File: src/sv/mfr_pkg.sv
// Shared types, codes and constants of the meter frame receiver.
package mfr_pkg;

  // Input modes.
  localparam logic [1:0] MODE_BYTE = 2'd0;
  localparam logic [1:0] MODE_TICK = 2'd1;
  localparam logic [1:0] MODE_POLL = 2'd2;

  // Result kinds.
  localparam logic [1:0] KIND_TX       = 2'd0;
  localparam logic [1:0] KIND_VOLTAGE  = 2'd1;
  localparam logic [1:0] KIND_CSUM_ERR = 2'd2;

  // Configuration register indexes.
  localparam logic [1:0] CFG_TIMEOUT = 2'd0;
  localparam logic [1:0] CFG_REQ_CODE = 2'd1;
  localparam logic [1:0] CFG_TARGET_ADDR = 2'd2;

  // Configuration reset values.
  localparam logic [15:0] TIMEOUT_RST = 16'd500;
  localparam logic [7:0]  REQ_CODE_RST = 8'd176;
  localparam logic [31:0] TARGET_ADDR_RST = {8'd192, 8'd168, 8'd1, 8'd1};

  // Frame layout.
  localparam logic [7:0] TYPE_VOLTAGE = 8'hA0;
  localparam logic [7:0] TYPE_ADDR_ACK = 8'hA4;
  localparam logic [2:0] FRAME_DATA_LEN = 3'd6;  // bytes before the checksum
  localparam logic [2:0] FRAME_KEEP_LEN = 3'd4;  // bytes stored for decoding
  localparam logic [2:0] REQ_LAST_IDX = 3'd6;    // checksum beat of a request

  // Command queue between front and back.
  localparam int unsigned CMDQ_DEPTH = 4;
  localparam int unsigned CMDQ_AW = $clog2(CMDQ_DEPTH);

  typedef enum logic [1:0] {
    CMD_REQUEST,
    CMD_VOLTAGE,
    CMD_CSUM_ERR
  } cmd_op_e;

  typedef struct packed {
    cmd_op_e     op;
    logic [19:0] voltage_tenths;
  } cmd_t;

  typedef struct packed {
    logic [1:0] mode;
    logic [7:0] rx_byte;
  } item_t;

  typedef struct packed {
    logic [1:0]  kind;
    logic [7:0]  tx_byte;
    logic [19:0] voltage_tenths;
    logic        last;
  } result_t;

endpackage

File: src/sv/mfr_front.sv
// Front end: frame gathering, checksum check, idle timeout and command issue.
module mfr_front (
  input  logic            clk_i,
  input  logic            rst_ni,
  input  logic            accept_i,
  input  mfr_pkg::item_t  item_i,
  input  logic [15:0]     timeout_i,
  output logic            cmd_push_o,
  output mfr_pkg::cmd_t   cmd_o
);
  import mfr_pkg::*;

  logic [2:0]  cnt_q, cnt_d;
  logic [7:0]  sum_q, sum_d;
  logic [15:0] idle_q, idle_d;
  logic [7:0]  frame_q [FRAME_KEEP_LEN];
  logic        frame_wr;
  logic [15:0] whole;
  logic [19:0] volts;

  // The voltage is the big-endian word times ten plus the tenths byte.
  assign whole = {frame_q[1], frame_q[2]};
  assign volts = {1'b0, whole, 3'b000} + {3'b000, whole, 1'b0} + {12'd0, frame_q[3]};

  always_comb begin
    cnt_d = cnt_q;
    sum_d = sum_q;
    idle_d = idle_q;
    frame_wr = 1'b0;
    cmd_push_o = 1'b0;
    cmd_o.op = CMD_CSUM_ERR;
    cmd_o.voltage_tenths = volts;
    if (accept_i) begin
      unique case (item_i.mode)
        MODE_BYTE: begin
          if (cnt_q < FRAME_DATA_LEN) begin
            frame_wr = (cnt_q < FRAME_KEEP_LEN);
            sum_d = sum_q + item_i.rx_byte;
            cnt_d = cnt_q + 3'd1;
          end else begin
            cnt_d = '0;
            sum_d = '0;
            if (sum_q != item_i.rx_byte) begin
              cmd_push_o = 1'b1;
              cmd_o.op = CMD_CSUM_ERR;
            end else begin
              idle_d = '0;
              if (frame_q[0] == TYPE_ADDR_ACK) begin
                cmd_push_o = 1'b1;
                cmd_o.op = CMD_REQUEST;
              end else if (frame_q[0] == TYPE_VOLTAGE) begin
                cmd_push_o = 1'b1;
                cmd_o.op = CMD_VOLTAGE;
              end
            end
          end
        end
        MODE_TICK: begin
          if (idle_q >= timeout_i) begin
            cnt_d = '0;
            sum_d = '0;
            idle_d = '0;
          end else begin
            idle_d = idle_q + 16'd1;
          end
        end
        MODE_POLL: begin
          cmd_push_o = 1'b1;
          cmd_o.op = CMD_REQUEST;
        end
        default: begin
        end
      endcase
    end
  end

  always_ff @(posedge clk_i or negedge rst_ni) begin
    if (!rst_ni) begin
      cnt_q <= '0;
      sum_q <= '0;
      idle_q <= '0;
    end else begin
      cnt_q <= cnt_d;
      sum_q <= sum_d;
      idle_q <= idle_d;
    end
  end

  always_ff @(posedge clk_i) begin
    if (frame_wr) begin
      frame_q[cnt_q[1:0]] <= item_i.rx_byte;
    end
  end

endmodule

File: src/sv/mfr_cmd_fifo.sv
// Short command queue that decouples the front end from the result sequencer.
module mfr_cmd_fifo (
  input  logic           clk_i,
  input  logic           rst_ni,
  input  logic           push_i,
  input  mfr_pkg::cmd_t  cmd_i,
  output logic           full_o,
  output logic           empty_o,
  input  logic           pop_i,
  output mfr_pkg::cmd_t  cmd_o
);
  import mfr_pkg::*;

  cmd_t               mem_q [CMDQ_DEPTH];
  logic [CMDQ_AW-1:0] wr_ptr_q, rd_ptr_q;
  logic [CMDQ_AW:0]   cnt_q;
  logic               do_push, do_pop;

  assign full_o  = (cnt_q == (CMDQ_AW+1)'(CMDQ_DEPTH));
  assign empty_o = (cnt_q == '0);
  assign do_push = push_i && !full_o;
  assign do_pop  = pop_i && !empty_o;
  assign cmd_o   = mem_q[rd_ptr_q];

  always_ff @(posedge clk_i or negedge rst_ni) begin
    if (!rst_ni) begin
      wr_ptr_q <= '0;
      rd_ptr_q <= '0;
      cnt_q <= '0;
    end else begin
      if (do_push) begin
        wr_ptr_q <= wr_ptr_q + 1'b1;
      end
      if (do_pop) begin
        rd_ptr_q <= rd_ptr_q + 1'b1;
      end
      if (do_push && !do_pop) begin
        cnt_q <= cnt_q + 1'b1;
      end else if (!do_push && do_pop) begin
        cnt_q <= cnt_q - 1'b1;
      end
    end
  end

  always_ff @(posedge clk_i) begin
    if (do_push) begin
      mem_q[wr_ptr_q] <= cmd_i;
    end
  end

endmodule

File: src/sv/mfr_back.sv
// Back end: expands commands into result beats held in an output register.
module mfr_back (
  input  logic             clk_i,
  input  logic             rst_ni,
  input  logic             cmd_valid_i,
  input  mfr_pkg::cmd_t    cmd_i,
  output logic             cmd_pop_o,
  input  logic [7:0]       req_code_i,
  input  logic [31:0]      target_addr_i,
  output logic             res_valid_o,
  input  logic             res_pop_i,
  output mfr_pkg::result_t res_o
);
  import mfr_pkg::*;

  logic [2:0] idx_q, idx_d;
  logic [7:0] sum_q, sum_d;
  logic       out_valid_q, out_valid_d;
  result_t    out_q, out_d;
  logic       advance;
  logic [7:0] req_byte;

  // A new beat may be produced whenever the output register is free or drains.
  assign advance = cmd_valid_i && (!out_valid_q || res_pop_i);

  always_comb begin
    unique case (idx_q)
      3'd0:    req_byte = req_code_i;
      3'd1:    req_byte = target_addr_i[31:24];
      3'd2:    req_byte = target_addr_i[23:16];
      3'd3:    req_byte = target_addr_i[15:8];
      3'd4:    req_byte = target_addr_i[7:0];
      3'd6:    req_byte = sum_q;
      default: req_byte = '0;
    endcase
  end

  always_comb begin
    idx_d = idx_q;
    sum_d = sum_q;
    cmd_pop_o = 1'b0;
    out_valid_d = out_valid_q && !res_pop_i;
    out_d = out_q;
    if (advance) begin
      out_valid_d = 1'b1;
      out_d.tx_byte = '0;
      out_d.voltage_tenths = '0;
      out_d.last = 1'b1;
      unique case (cmd_i.op)
        CMD_REQUEST: begin
          out_d.kind = KIND_TX;
          out_d.tx_byte = req_byte;
          if (idx_q == REQ_LAST_IDX) begin
            cmd_pop_o = 1'b1;
            idx_d = '0;
            sum_d = '0;
          end else begin
            out_d.last = 1'b0;
            idx_d = idx_q + 3'd1;
            sum_d = sum_q + req_byte;
          end
        end
        CMD_VOLTAGE: begin
          out_d.kind = KIND_VOLTAGE;
          out_d.voltage_tenths = cmd_i.voltage_tenths;
          cmd_pop_o = 1'b1;
        end
        default: begin
          out_d.kind = KIND_CSUM_ERR;
          cmd_pop_o = 1'b1;
        end
      endcase
    end
  end

  always_ff @(posedge clk_i or negedge rst_ni) begin
    if (!rst_ni) begin
      idx_q <= '0;
      sum_q <= '0;
      out_valid_q <= 1'b0;
    end else begin
      idx_q <= idx_d;
      sum_q <= sum_d;
      out_valid_q <= out_valid_d;
    end
  end

  always_ff @(posedge clk_i) begin
    out_q <= out_d;
  end

  assign res_valid_o = out_valid_q;
  assign res_o = out_q;

endmodule

File: src/sv/meter_frame_receiver_core.sv
// Top level of the meter frame receiver: configuration registers and block wiring.
//
// Input side is a queue port: an item (mode and rx_byte) is taken on each clock
// edge where push is high and full is low. Received bytes are gathered into
// seven-byte frames, millisecond ticks advance the idle timer, and poll requests
// ask for a request frame to be sent. One item is taken per cycle while not full.
// Result side is also a queue port: while empty is low the oldest result beat is
// on result_o, and it leaves on a clock edge with pop high.
// A checksum error or a voltage reading gives one beat; a request frame gives
// seven beats, one per cycle while pop is high, the last one flagged.
// A single-beat result passes through the command queue and then the output
// register before it shows on the result ports.
// The front end issues commands into a four-entry queue; the back end drains one
// beat per cycle while pop is high, so full rises only when requests pile up
// faster than their beats can leave the output, or when the receiver stops popping.
// A stalled receiver holds its beat; the queue keeps absorbing items until full.
// The configuration port writes timeout_ticks, request_code or target_address
// on cfg_valid_i, is always ready, and is meant to be used while the block is idle.
// Reset empties the queue and output register, clears the frame count, checksum
// and idle timer, and loads the documented register defaults.
module meter_frame_receiver_core (
  input  logic             clk_i,
  input  logic             rst_ni,
  input  logic             push,
  output logic             full,
  input  mfr_pkg::item_t   item_i,
  output logic             empty,
  input  logic             pop,
  output mfr_pkg::result_t result_o,
  input  logic             cfg_valid_i,
  output logic             cfg_ready_o,
  input  logic [1:0]       cfg_index_i,
  input  logic [31:0]      cfg_data_i
);
  import mfr_pkg::*;

  logic [15:0] timeout_q;
  logic [7:0]  req_code_q;
  logic [31:0] target_addr_q;

  logic accept;
  logic cmd_push, cmd_full, cmd_empty, cmd_pop, res_valid;
  cmd_t cmd_in, cmd_head;

  // Register writes always complete in the cycle they are offered.
  assign cfg_ready_o = 1'b1;

  always_ff @(posedge clk_i or negedge rst_ni) begin
    if (!rst_ni) begin
      timeout_q <= TIMEOUT_RST;
      req_code_q <= REQ_CODE_RST;
      target_addr_q <= TARGET_ADDR_RST;
    end else if (cfg_valid_i) begin
      unique case (cfg_index_i)
        CFG_TIMEOUT:     timeout_q <= cfg_data_i[15:0];
        CFG_REQ_CODE:    req_code_q <= cfg_data_i[7:0];
        CFG_TARGET_ADDR: target_addr_q <= cfg_data_i;
        default: begin
        end
      endcase
    end
  end

  // The input stalls only when the command queue has no room left.
  assign full = cmd_full;
  assign accept = push && !cmd_full;

  mfr_front u_front (
    .clk_i      (clk_i),
    .rst_ni     (rst_ni),
    .accept_i   (accept),
    .item_i     (item_i),
    .timeout_i  (timeout_q),
    .cmd_push_o (cmd_push),
    .cmd_o      (cmd_in)
  );

  mfr_cmd_fifo u_cmd_fifo (
    .clk_i   (clk_i),
    .rst_ni  (rst_ni),
    .push_i  (cmd_push),
    .cmd_i   (cmd_in),
    .full_o  (cmd_full),
    .empty_o (cmd_empty),
    .pop_i   (cmd_pop),
    .cmd_o   (cmd_head)
  );

  mfr_back u_back (
    .clk_i         (clk_i),
    .rst_ni        (rst_ni),
    .cmd_valid_i   (!cmd_empty),
    .cmd_i         (cmd_head),
    .cmd_pop_o     (cmd_pop),
    .req_code_i    (req_code_q),
    .target_addr_i (target_addr_q),
    .res_valid_o   (res_valid),
    .res_pop_i     (pop),
    .res_o         (result_o)
  );

  assign empty = !res_valid;

endmodule

File: config.mk
export PLATFORM = sky130hd
export DESIGN_NAME = meter_frame_receiver_core
export DESIGN_NICKNAME = d
export VERILOG_FILES = /design/src/sv/mfr_pkg.sv /design/src/sv/mfr_front.sv /design/src/sv/mfr_cmd_fifo.sv /design/src/sv/mfr_back.sv /design/src/sv/meter_frame_receiver_core.sv
export SDC_FILE = /design/constraint.sdc
export NUM_CORES = 1
export LEC_CHECK = 0
export BUFFER_PORTS_ARGS = -buffer_cell sky130_fd_sc_hd__buf_2
export CORE_UTILIZATION = 45
export CTS_BUF_LIST = sky130_fd_sc_hd__clkbuf_16
export CTS_CLUSTER_SIZE = 14
export DETAILED_ROUTE_END_ITERATION = 12
export GPL_ROUTABILITY_DRIVEN = 0
export GPL_TIMING_DRIVEN = 0
export SLEW_MARGIN = 20
export SYNTH_ARGS = -nofsm -noshare
export SYNTH_HDL_FRONTEND = slang
export SYNTH_SLANG_ARGS = --single-unit
File: constraint.sdc
create_clock -name clk_i -period 3.94 [get_ports clk_i]
set_input_delay 0.591 -clock clk_i [delete_from_list [all_inputs] [get_ports clk_i]]
set_output_delay 0.591 -clock clk_i [all_outputs]
set_load 0.01 [all_outputs]
After elaboration in Yosys (flattened, before gate mapping)
Memories as Yosys holds them, arrays and structs flattened.
Cells that the tools add are included.
{ "word_totals": {"output_inout_bits": 34, "elab_cells": 115, "mem_bits_rw": 120, "ff_bits": 133, "n_memories": 2} }
{ "op_classes": {"n_reduce_logical": 27, "magnitude_cmp": 3, "n_mux": 39, "add_sub_neg": 11, "eq_ne": 17} }
{ "mem_list": {"columns": ["memory", "words", "word_bits", "read_ports", "rd_ports_with_merged_regs", "wr", "line", "text"], "rows": [
  ["u_cmd_fifo.mem_q", 4, 22, 1, 0, 1, "mfr_cmd_fifo.sv:14", "cmd_t mem_q [CMDQ_DEPTH];"],
  ["u_front.frame_q", 4, 8, 4, 0, 1, "mfr_front.sv:16", "logic [7:0] frame_q [FRAME_KEEP_LEN];"]
]} }
{ "op_table": {"columns": ["operator", "count"], "rows": [
  ["$mux 16", 3],
  ["$pmux 8 s6", 1],
  ["$pmux 16 s2", 1],
  ["$mux 8", 3],
  ["$add 19x17->20", 1],
  ["$add 20x8->20", 1],
  ["$add 16x1->16 const B", 1],
  ["$add 8x8->8", 2],
  ["$eq 8x8->1 const B", 2],
  ["$ge 16x16->1", 1],
  ["$mux 1", 16],
  ["$pmux 8 s2", 1],
  ["$mux 3", 5],
  ["$mux 2", 5],
  ["$add 3x1->3 const B", 3],
  ["$eq 3x3->1 const B", 3],
  ["$ne 8x8->1", 1],
  ["$pmux 2 s2", 2],
  ["$reduce_and 2->1", 4],
  ["$logic_and 1x1->1", 7],
  ["$eq 2x1->1 const B", 3],
  ["$eq 3x2->1 const B", 2],
  ["$logic_not 1->1", 6],
  ["$logic_not 2->1", 3],
  ["14 further kinds", 20]
]} }

Longest topological paths before layout
Gate-level depths: netlist (run 1).
An unclocked memory read counts as a cell.
{ "logic_depth": {"depth_word": 13, "ltp_mapped": 16, "depth_no_buf": 13} }

Hierarchy
Synthesis (run 1) repeated with hierarchy kept, for this count alone.
{ "unflattened": {"hier_cells": 878, "area_unflattened_um2": 12236.7} }
{ "modules_own_cells": {"columns": ["mod", "n_inst", "area_per_inst_um2", "cells_each"], "rows": [
  ["mfr_front", 1, 4175.3, 406],
  ["mfr_cmd_fifo", 1, 3614.7, 152],
  ["mfr_back", 1, 2287.2, 196],
  ["meter_frame_receiver_core", 1, 2159.6, 124]
]} }

Worst setup path after synthesis (run 1)
No wires, ideal clock.
{ "synth_path": {"path_kind": "in2reg", "startpoint": "in pop", "endpoint": "reg u_cmd_fifo.cnt_q[1]", "arrival_ps": 3604, "stages": 7, "t_required_ps": 3815, "path_buffers": 0, "setup_slack_ps": 211, "path_cell_list": "inv_1 > a21oi_1 > nand2_1 > ha_1 > inv_1 > fa_1 > mux2_2"} }
{ "synth_between": {"elab_chain_cells": 7} }
{ "synth_lines": {"columns": ["element", "line", "text"], "rows": [
  ["start: declaration", "meter_frame_receiver_core.sv:28", "input logic pop,"],
  ["$logic_or 1x1->1 *", "mfr_back.sv:24", "assign advance = cmd_valid_i && (!out_valid_q || res_pop_i);"],
  ["$logic_and 1x1->1 *", "mfr_back.sv:24", null],
  ["net u_back.advance", "mfr_back.sv:20", "logic advance;"],
  ["$mux 1 *", "mfr_back.sv:44", "if (advance) begin"],
  ["$logic_and 1x1->1 *", "mfr_cmd_fifo.sv:22", "assign do_pop = pop_i && !empty_o;"],
  ["$logic_not 1->1", "mfr_cmd_fifo.sv:37", "if (do_push && !do_pop) begin"],
  ["$logic_and 1x1->1", "mfr_cmd_fifo.sv:37", null],
  ["$mux 3 or $reduce_bool 2->1 (tied branches)", null, null],
  ["end signal: assignment", "mfr_cmd_fifo.sv:38", "cnt_q <= cnt_q + 1'b1;"],
  ["end signal: assignment", "mfr_cmd_fifo.sv:40", "cnt_q <= cnt_q - 1'b1;"],
  ["end: declaration", "mfr_cmd_fifo.sv:16", "logic [CMDQ_AW:0] cnt_q;"]
]} }
Mark *: on every way through the listed nets, which the timed path passes. The rest lies on a longest branch.
A chain may end at the register's enable or synchronous reset.

Worst setup path in the final report (run 1)
{ "layout_path": {"startpoint": "reg u_back.idx_q[0]", "endpoint": "reg u_back.sum_q[6]"} }
{ "layout_between": {"elab_chain_cells": 4} }
{ "layout_lines": {"columns": ["element", "line", "text"], "rows": [
  ["start: declaration", "mfr_back.sv:16", "logic [2:0] idx_q, idx_d;"],
  ["start signal: assignment", "mfr_back.sv:82", "idx_q <= idx_d;"],
  ["$eq 3x3->1, or another cell as far along", "mfr_back.sv:27", "unique case (idx_q)"],
  ["$pmux 8 s6 *", "mfr_back.sv:27", null],
  ["net u_back.req_byte[0]", "mfr_back.sv:21", "logic [7:0] req_byte;"],
  ["$add 8x8->8 *", "mfr_back.sv:60", "sum_d = sum_q + req_byte;"],
  ["$mux 8 *", "mfr_back.sv:53", "if (idx_q == REQ_LAST_IDX) begin"],
  ["end signal: assignment", "mfr_back.sv:83", "sum_q <= sum_d;"],
  ["end: declaration", "mfr_back.sv:17", "logic [7:0] sum_q, sum_d;"]
]} }
Marks and branches as above.

==> results of run 1 <==
per-stage QoR:
step                      setup slack [ps]  power [mW]
after floorplan                        211        5.77
after global placement                -986        6.52
after detailed placement              -263        6.60
after CTS                             33.9        9.10
after global routing                  24.4        9.61
final                                  303        9.02
worst max-delay path by stage:
stage               startpoint                  end  slack, ps  depth (start not counted)
2_1_floorplan              pop  u_cmd_fifo.cnt_q[1]        210                          7
3_3_place_gp               pop  u_cmd_fifo.cnt_q[1]       -990                          8
3_5_place_dp   u_back.idx_q[0]      u_back.sum_q[7]       -260                         15
4_1_cts        u_back.idx_q[0]      u_back.sum_q[7]         30                         14
5_1_grt        u_back.idx_q[0]      u_back.sum_q[6]         20                         14
6_report       u_back.idx_q[0]      u_back.sum_q[6]        300                         14
state kept, by name, indices dropped and copies added (netlist names), 8 cells and up:
name,cells
target_addr_q,32
req_code_q,8
u_back.res_o,31
u_front.idle_q,16
u_cmd_fifo.mem_q,88
u_front.frame_q,32
u_front.sum_q,8
timeout_q,16
u_back.sum_q,8
cell families (layout without fill, tap and decap cells):
| group | count (synthesis) | count (layout) | synth area share |
|---|---|---|---|
| compound gates | 191 | 191 | 0.100 |
| xor+xnor | 27 | 27 | 0.0194 |
| fa+ha+maj | 77 | 77 | 0.0845 |
| buf+inv | 80 | 214 | 0.0262 |
| flops | 253 | 253 | 0.583 |
| mux | 75 | 75 | 0.0895 |
| other cells | 1 | 1 | 0.000307 |
| simple gates | 226 | 226 | 0.0974 |
synth_stat cells, types with 3 or more instances:
master	n
buf_1	3
a31oi_1	4
xnor2_1	18
a211o_1	4
nor3b_1	8
a22o_1	11
or4_1	3
ha_1	68
nand2b_1	6
nand3b_1	4
and2_1	19
edfxtp_1	151
o31ai_1	11
nor4b_1	4
o22ai_1	4
nand3_1	16
a21o_1	11
o2bb2ai_1	3
o311ai_0	3
nor2b_1	32
dfrtp_1	86
o21bai_1	3
and3_1	8
nor2_1	34
or3_1	3
o31a_1	3
fa_1	9
nand2_1	59
inv_1	47
mux2_2	42
or2_2	3
mux2i_1	10
o21a_1	7
xor2_1	9
a21oi_1	41
nand4_1	4
dfstp_2	16
o21ai_0	64
nor3_1	15
mux4_2	23
a221o_1	3
clkbuf_1	22
buf_2	6
routing by layer:
metal	wire, um	vias to the layer above	part of all wire
li1	-	3673	-
met1	12000	3672	0.50
met2	11000	125	0.45
met3	890	27	0.037
met4	294	0	0.012
met5	0	-	0
timing repair:
item | in CTS | in global routing
hold buffers | 1 | 0
setup endpoints to repair | 2 | 2
hold endpoints to repair | 28 | 0
gates resized for setup | 1 | 2
cell type report:
type                    instances  area share
well taps                     335      0.0300
multi-input cells             597       0.343
plain buffers                  30     0.00948
repair buffers                 85      0.0343
inverters                      47      0.0126
flip-flops and latches        253       0.508
clock buffers                  29      0.0519
clock inverters                23      0.0113
power groups by stage:
stage / Sequential, mW / Combinational (mW) / Clock, mW
global route: 3.77 / 3.19 / 2.66
global placement: 3.74 / 2.78 / 0
floorplan: 3.74 / 2.04 / 0
CTS: 3.70 / 2.86 / 2.55
finish: 3.70 / 2.84 / 2.49
detailed placement: 3.74 / 2.87 / 0
==> qor.yml, run 1 <==
run_status:
  status: "finished, violations left"
  violations: "DRC"
critical_path:
  worstReg2RegEnd: "u_back.sum_q[6]"
  crit-reg2reg-launch: "u_back.idx_q[0]"
  crit_path_start_kind: "flop"
  cp-end-kind: "flop"
  cp_slowest_cell: "dfrtp_2"
  cp_num_buf_inv: 1
  critPathMaxFanout: 15
  path_cells: "clkbuf_2 > and2_1 > ha_1 > a221o_1 > a21oi_1 > o22ai_1 > ha_1 > fa_1 > a21o_1 > a21oi_1 > o21bai_1 > a21oi_1 > xor2_1 > o31ai_1"
  path_common_cell: "a21oi_1"
  arrival_ps: 4040
  critPathRequiredTime_ps: 4340
  crit_type: "flop to flop"
  r2r_cells: 14
  crit_path_max_incr_delay_ps: 500
  crit_family: "compound AO/OA/AOI/OAI gates"
  reg2reg_slack_ps: 300
clock_tree:
  cts_root_buf: "clkbuf_16"
  cts_setup_buffers: 0
  cts_tree: "built"
  htreeDepth: 1
  cts.sinks: 253
  clk_path_buf_depth: 3
  insertion_delay_ps: 530
  clk_pin_slew_ps: 60
  cts_buffers: 28
power_and_ir_drop:
  p_leak_nw: 5.62
  p_sw_frac: 0.321
  combPwrFrac: 0.314
  power.density_nw_per_um2: 645
  switchingPower_mw: 2.89
  ir_drop_mv: 0.348
  p_clk_frac: 0.276
  internal_power_mw: 6.13
  p_seq_frac: 0.410
final_layout:
  regArea_um2: 7110
  layout.nets: 1168
  final_cell_mix: "edfxtp_1 (151), buf_2 (86), dfrtp_1 (85), ha_1 (68), o21ai_0 (64)"
  final_common_cell: "edfxtp_1"
  utilization: 0.531
  finalNonFillerCells: 1399
  multi_input_area_um2: 4790
  drive_above_1_share: 0.215
  fin_area_um2: 14000
  area_growth_pct: 14.7
  fill_cells: 2246
  antennaDiodeCount: 0
synthesis:
  synth_largest_area_cell: "edfxtp_1"
  synth_edf_count: 151
  syn_area_um2: 12200
  netlist_top_cells_area: "edfxtp_1 (37%), dfrtp_1 (18%), ha_1 (7.0%), mux4_2 (4.2%), mux2_2 (3.9%)"
  synth_nets: 1056
  syn_area_per_cell_um2: 13.1
  yosysSeqAreaShare: 0.583
  synth_seq_cells: 253
  ys_warn_count: 0
  synthArstFlopShare: 0.403
  synth_cells: 930
  synthFlopType: "edfxtp_1"
  synth_top_area_share: 0.372
  synthDistinctLibCells: 67
hold_path:
  min_from: "cfg_data_i[27]"
  holdPathStages: 2
  hold_path_end: "target_addr_q[27]"
  hold_path_class: "input pin to flop"
global_route:
  grt_antenna_before_repair: 0
  grt_pass1_wl_um: 39200
  grt_max_degree: 71
  grt_pass1_vias: 7262
  grt_usage: 0.177
  gr-usage-met1: 0.266
  use_met3: 0.0257
  use_met2: 0.276
  gr-total-overflow: 0
  busiest_layer: "met2"
sta:
  tightest_slew_ps: 857
  finClkSkew_ps: 17.6
  post-route-period-util: 0.923
  finalCriticalPeriod_ps: 3640
  whs_ps: 284
  setup_tns_ps: 0
  fmax_mhz: 275
  hold_viol_final: 0
  rsz0062_at_grt: "no"
  finalSetupViolCount: 0
  slew_violations: 0
  max_slew_margin: 0.420
flow_run:
  cap_violations: 0
die:
  coreArea_um2: 26400
  fp.dieW_um: 167
  die_y_um: 167
  row_count: 59
  num_io_pins: 83
  start_util: 0.463
  die_area_um2: 27800
routing:
  drtAntennaViolNets: 0
  vias: 7497
  routedWlPerCell_um: 17.3
  drtPass1Iterations: 11
  totalWireLength_um: 24200
  first_iter_violations: 372
  remaining_drc_errors: 5
  vias_per_cell: 5.36
place:
  hpwl_um: 17400
  place_area_um2: 13100
  port-buffer-count: 81
  dp.cells: 1349
Note: power is estimated with default switching activity, not from simulation.
==> inputs of run 2 (changes only) <==
clock period = 4.69 ns   (was 3.94 ns; I/O delays follow)
==> qor.yml, run 2 (synthesized netlist as in run 1, its figures left out) <==
final_layout:
  fin_area_um2: 14000
  utilization: 0.531
  largest_reg_flops: 88
  drive_above_1_share: 0.212
  antennaDiodeCount: 0
  area_growth_pct: 14.7
  regMostFlops: "u_cmd_fifo.mem_q"
  final_cell_mix: "edfxtp_1 (151), buf_2 (86), dfrtp_1 (86), ha_1 (68), o21ai_0 (64)"
  final_common_cell: "edfxtp_1"
  layout.nets: 1170
global_route:
  grt_max_degree: 71
  grt_pass1_vias: 7274
  grt_pass1_wl_um: 39300
  grt_usage: 0.178
  gr-total-overflow: 0
  grt_antenna_before_repair: 0
sta:
  post-route-period-util: 0.901
  whs_ps: 55.2
  tightest_slew_ps: 859
  hold_viol_final: 0
  slew_violations: 0
  finalCriticalPeriod_ps: 4230
  fmax_mhz: 237
  finalSetupViolCount: 0
  finClkSkew_ps: 18.1
  max_slew_margin: 0.427
  rsz0062_at_grt: "no"
die:
  die_area_um2: 27800
  row_count: 59
  num_io_pins: 83
  start_util: 0.463
  fp.dieW_um: 167
  coreArea_um2: 26400
  die_y_um: 167
power_and_ir_drop:
  power.density_nw_per_um2: 541
  ir_drop_mv: 0.292
  p_leak_nw: 5.61
  finalPower_mw: 7.57
place:
  hpwl_um: 17400
  place_area_um2: 13100
  port-buffer-count: 81
routing:
  top_layer_used: "met4"
  remaining_drc_errors: 5
  first_iter_violations: 379
  m1WireLength_um: 11900
  dr_wl_met3_um: 987
  totalWireLength_um: 24200
  drtPass1Iterations: 10
  vias_per_cell: 5.34
  drtAntennaViolNets: 0
  wl_met2_um: 10900
  routedWlPerCell_um: 17.2
  vias: 7481
critical_path:
  crit_path_start_kind: "flop"
  arrival_ps: 4680
  crit_type: "flop to flop"
  critPathRequiredTime_ps: 5150
  cp-end-kind: "flop"
  cp-endpoint: "u_back.sum_q[7]"
  worstReg2RegEnd: "u_back.sum_q[7]"
  startpoint: "u_back.idx_q[0]"
  r2r_cells: 15
  crit-reg2reg-launch: "u_back.idx_q[0]"
  critPathMaxFanout: 10
  reg2reg_slack_ps: 460
clock_tree:
  cts_setup_buffers: 0
  hold_buffers: 0
  insertion_delay_ps: 540
  htreeDepth: 1
  cts.sinks: 253
  cts_resized: 0
  cts_root_buf: "clkbuf_16"
  cts_buffers: 28
  cts_tree: "built"
  clk_pin_slew_ps: 60
  clk_path_buf_depth: 3
run_status:
  status: "finished, violations left"
  violations: "DRC"
hold_path:
  hold_path_class: "input pin to asynchronous set/reset pin"
flow_run:
  cap_violations: 0
==> run 2: cell types whose count changed in the layout (fill, tap and decap cells not counted) <==
cell,change
clkbuf_1,+4
clkbuf_2,-1
dfrtp_1,+1
dfrtp_2,-1
dlygate4sd3_1,-1
o41ai_1,+1
o41ai_2,-1
==> run 2: where the power goes <==
group	total, mW	switching (mW)	internal (mW)
combinational	2.39	1.33	1.06
sequential	3.10	0.239	2.86
clock	2.09	0.865	1.23
total	7.57	2.43	5.14
==> run 2: cell type report <==
cell class | count | area, um2
Timing Repair Buffer | 84 | 469
Clock buffer | 29 | 726
Multi-Input combinational cell | 597 | 4780
Tap cell | 335 | 419
Buffer | 33 | 143
Sequential cell | 253 | 7110
Clock inverter | 23 | 158
Fill cell | 2241 | 12400
Inverter | 47 | 176
==> run 2: how the worst min path moves through the flow <==
stage / from / endpoint / slack [ps] / depth (start not counted)
floorplan: rst_ni / req_code_q[0] / 410 / 0
global placement: req_code_q[2] / req_code_q[2] / 490 / 1
detailed placement: target_addr_q[6] / target_addr_q[6] / 490 / 1
CTS: rst_ni / target_addr_q[27] / 50 / 1
global route: rst_ni / target_addr_q[27] / 50 / 1
finish: rst_ni / target_addr_q[27] / 60 / 1
==> run 2: stage by stage <==
stage                     setup TNS (ps)  setup WS, ps  cells
after floorplan                        0           849    930
final                                  0           464   1401
after global placement              -534          -349   1346
after CTS                              0           467   1401
after global routing                   0           126   1401
after detailed placement               0           487   1349
==> run 2: layer usage <==
layer	vias to the layer above	global-route usage
met5	-	0
met4	0	0.0354
met3	27	0.0257
met2	130	0.276
met1	3643	0.266
li1	3681	-
==> run 2: worst max-delay path, cell delays in order, from the launching register on <==
cell and delay [ps]:
dfrtp_1 430, clkbuf_1 370, clkbuf_1 410, and2_1 200, ha_1 130, clkbuf_1 330, a221o_1 250, a21oi_1 50
o22ai_1 330, ha_1 300, a21oi_1 220, o211ai_1 170, o41ai_1 360, xnor2_1 120, or4_1 400, o21ai_0 80
==> inputs of run 3 (changes only) <==
CELL_PAD_IN_SITES_DETAIL_PLACEMENT = 2   (was unset)
CELL_PAD_IN_SITES_GLOBAL_PLACEMENT = 2   (was unset)
CTS_BUF_LIST = unset   (was sky130_fd_sc_hd__clkbuf_16)
PLACE_DENSITY_LB_ADDON = 0.1   (was unset)
==> qor.yml, run 3 (synthesized netlist as in run 1, its figures left out) <==
run_status:
  status: "finished, violations left"
  violations: "DRC"
critical_path:
  cp-end-kind: "flop"
  arrival_ps: 4890
  critPathMaxFanout: 15
  cp_slowest_cell: "dfrtp_2"
  path_cells: "clkbuf_2 > and2_1 > ha_1 > clkbuf_1 > a221o_1 > a21oi_1 > o22ai_1 > ha_1 > a21oi_1 > o211ai_1 > o41ai_1 > xnor2_1 > or4_1 > o21ai_0"
  crit_type: "flop to flop"
  crit_path_max_incr_delay_ps: 540
  crit_path_start_kind: "flop"
  critPathRequiredTime_ps: 5110
  r2r_cells: 14
final_layout:
  final_common_cell: "edfxtp_1"
  final_cell_mix: "edfxtp_1 (151), buf_2 (86), dfrtp_1 (85), ha_1 (68), o21ai_0 (64)"
  utilization: 0.533
  finalNonFillerCells: 1398
  largest_reg_flops: 88
  drive_above_1_share: 0.220
  layout.nets: 1167
  antennaDiodeCount: 0
  area_growth_pct: 15.1
  fin_area_um2: 14000
  regMostFlops: "u_cmd_fifo.mem_q"
place:
  port-buffer-count: 81
  place_area_um2: 13100
  place_ws_ps: 74.0
  hpwl_um: 26100
  dp.cells: 1348
power_and_ir_drop:
  combPwrFrac: 0.336
  p_leak_nw: 5.61
  ir_drop_mv: 0.280
  p_sw_frac: 0.358
  switchingPower_mw: 2.93
  p_clk_frac: 0.274
  finalPower_mw: 8.18
  internal_power_mw: 5.25
  power.density_nw_per_um2: 583
  p_seq_frac: 0.391
sta:
  fin_ws_ps: 219
  max_slew_margin: 0.360
  finalSetupViolCount: 0
  rsz0062_at_grt: "no"
  post-route-period-util: 0.953
  hold_viol_final: 0
  finClkSkew_ps: 22.7
  fmax_mhz: 224
  slew_violations: 0
  finalCriticalPeriod_ps: 4470
  tightest_slew_ps: 960
die:
  fp.dieW_um: 167
  die_area_um2: 27800
  coreArea_um2: 26400
  die_y_um: 167
  row_count: 59
  start_util: 0.463
  num_io_pins: 83
clock_tree:
  cts_setup_buffers: 0
  cts_root_buf: "clkbuf_16"
  cts.sinks: 253
  cts_buffers: 28
  hold_buffers: 0
  clk_pin_slew_ps: 60
  clk_path_buf_depth: 3
  htreeDepth: 1
  cts_tree: "built"
  insertion_delay_ps: 560
routing:
  vias: 8193
  drtPass1Iterations: 11
  totalWireLength_um: 37600
  first_iter_violations: 466
  routedWlPerCell_um: 26.9
  vias_per_cell: 5.86
  drtAntennaViolNets: 0
  remaining_drc_errors: 5
global_route:
  grt_pass1_wl_um: 57900
  gr-total-overflow: 0
  grt_pass1_vias: 9185
  grt_antenna_before_repair: 0
  grt_usage: 0.279
  grt_max_degree: 75
hold_path:
  hold_path_class: "input pin to asynchronous set/reset pin"
flow_run:
  cap_violations: 0
## run 3: layer usage
metal	global-route usage	wire length (um)
met5	0	0
met4	0.0958	1250
met3	0.0404	1570
met2	0.501	19600
met1	0.342	15200
## run 3: worst max-delay path: cells and delay by family, from the launching register on
kind                       cells  cell delay (ps)
buffers and inverters          2              690
and+or+nand+nor                2              590
AOI/OAI and AO/OA              7             1880
adders and majority gates      2              470
DFF                            1              540
xor gates and xnor gates       1              150
## run 3: area by class of cell
cell class	instances	area, um2
Clock buffer	40	838
Multi-Input combinational cell	597	4790
Clock inverter	12	97.6
Inverter	47	176
Fill cell	2452	12300
Sequential cell	253	7110
Buffer	31	136
Tap cell	335	419
Timing Repair Buffer	83	467
## run 3: worst paths after layout
check	startpoint	to	slack, ps
worst max-delay path	u_back.idx_q[0]	u_back.sum_q[7]	220
worst min-delay path	rst_ni	u_back.res_valid_o	20
worst max register to register	u_back.idx_q[0]	u_back.sum_q[7]	220
worst min register to register	target_addr_q[17]	target_addr_q[17]	520
max in group asynchronous	rst_ni	timeout_q[6]	3920
min in group clk_i	pop	u_back.res_valid_o	340
## run 3: through the flow
step | TNS (ps) | hold WS [ps]
floorplan | 0 | 408
global placement | -226 | 478
detailed placement | 0 | 500
CTS | 0 | 22.8
global route | 0 | 34.1
finish | 0 | 22.3
## run 3: power by group through the flow
stage	logic (mW)	clock network [mW]	registers, mW
3_3_place_gp	2.39	0	3.15
2_1_floorplan	1.71	0	3.14
5_1_grt	2.99	2.34	3.22
3_5_place_dp	2.69	0	3.20
4_1_cts	2.77	2.27	3.19
6_report	2.74	2.24	3.19
## run 3: what timing repair did
action	in CTS	in global routing
cloned	0	0
resized for setup	1	1
setup endpoints to repair	1	1
pin swaps	0	0
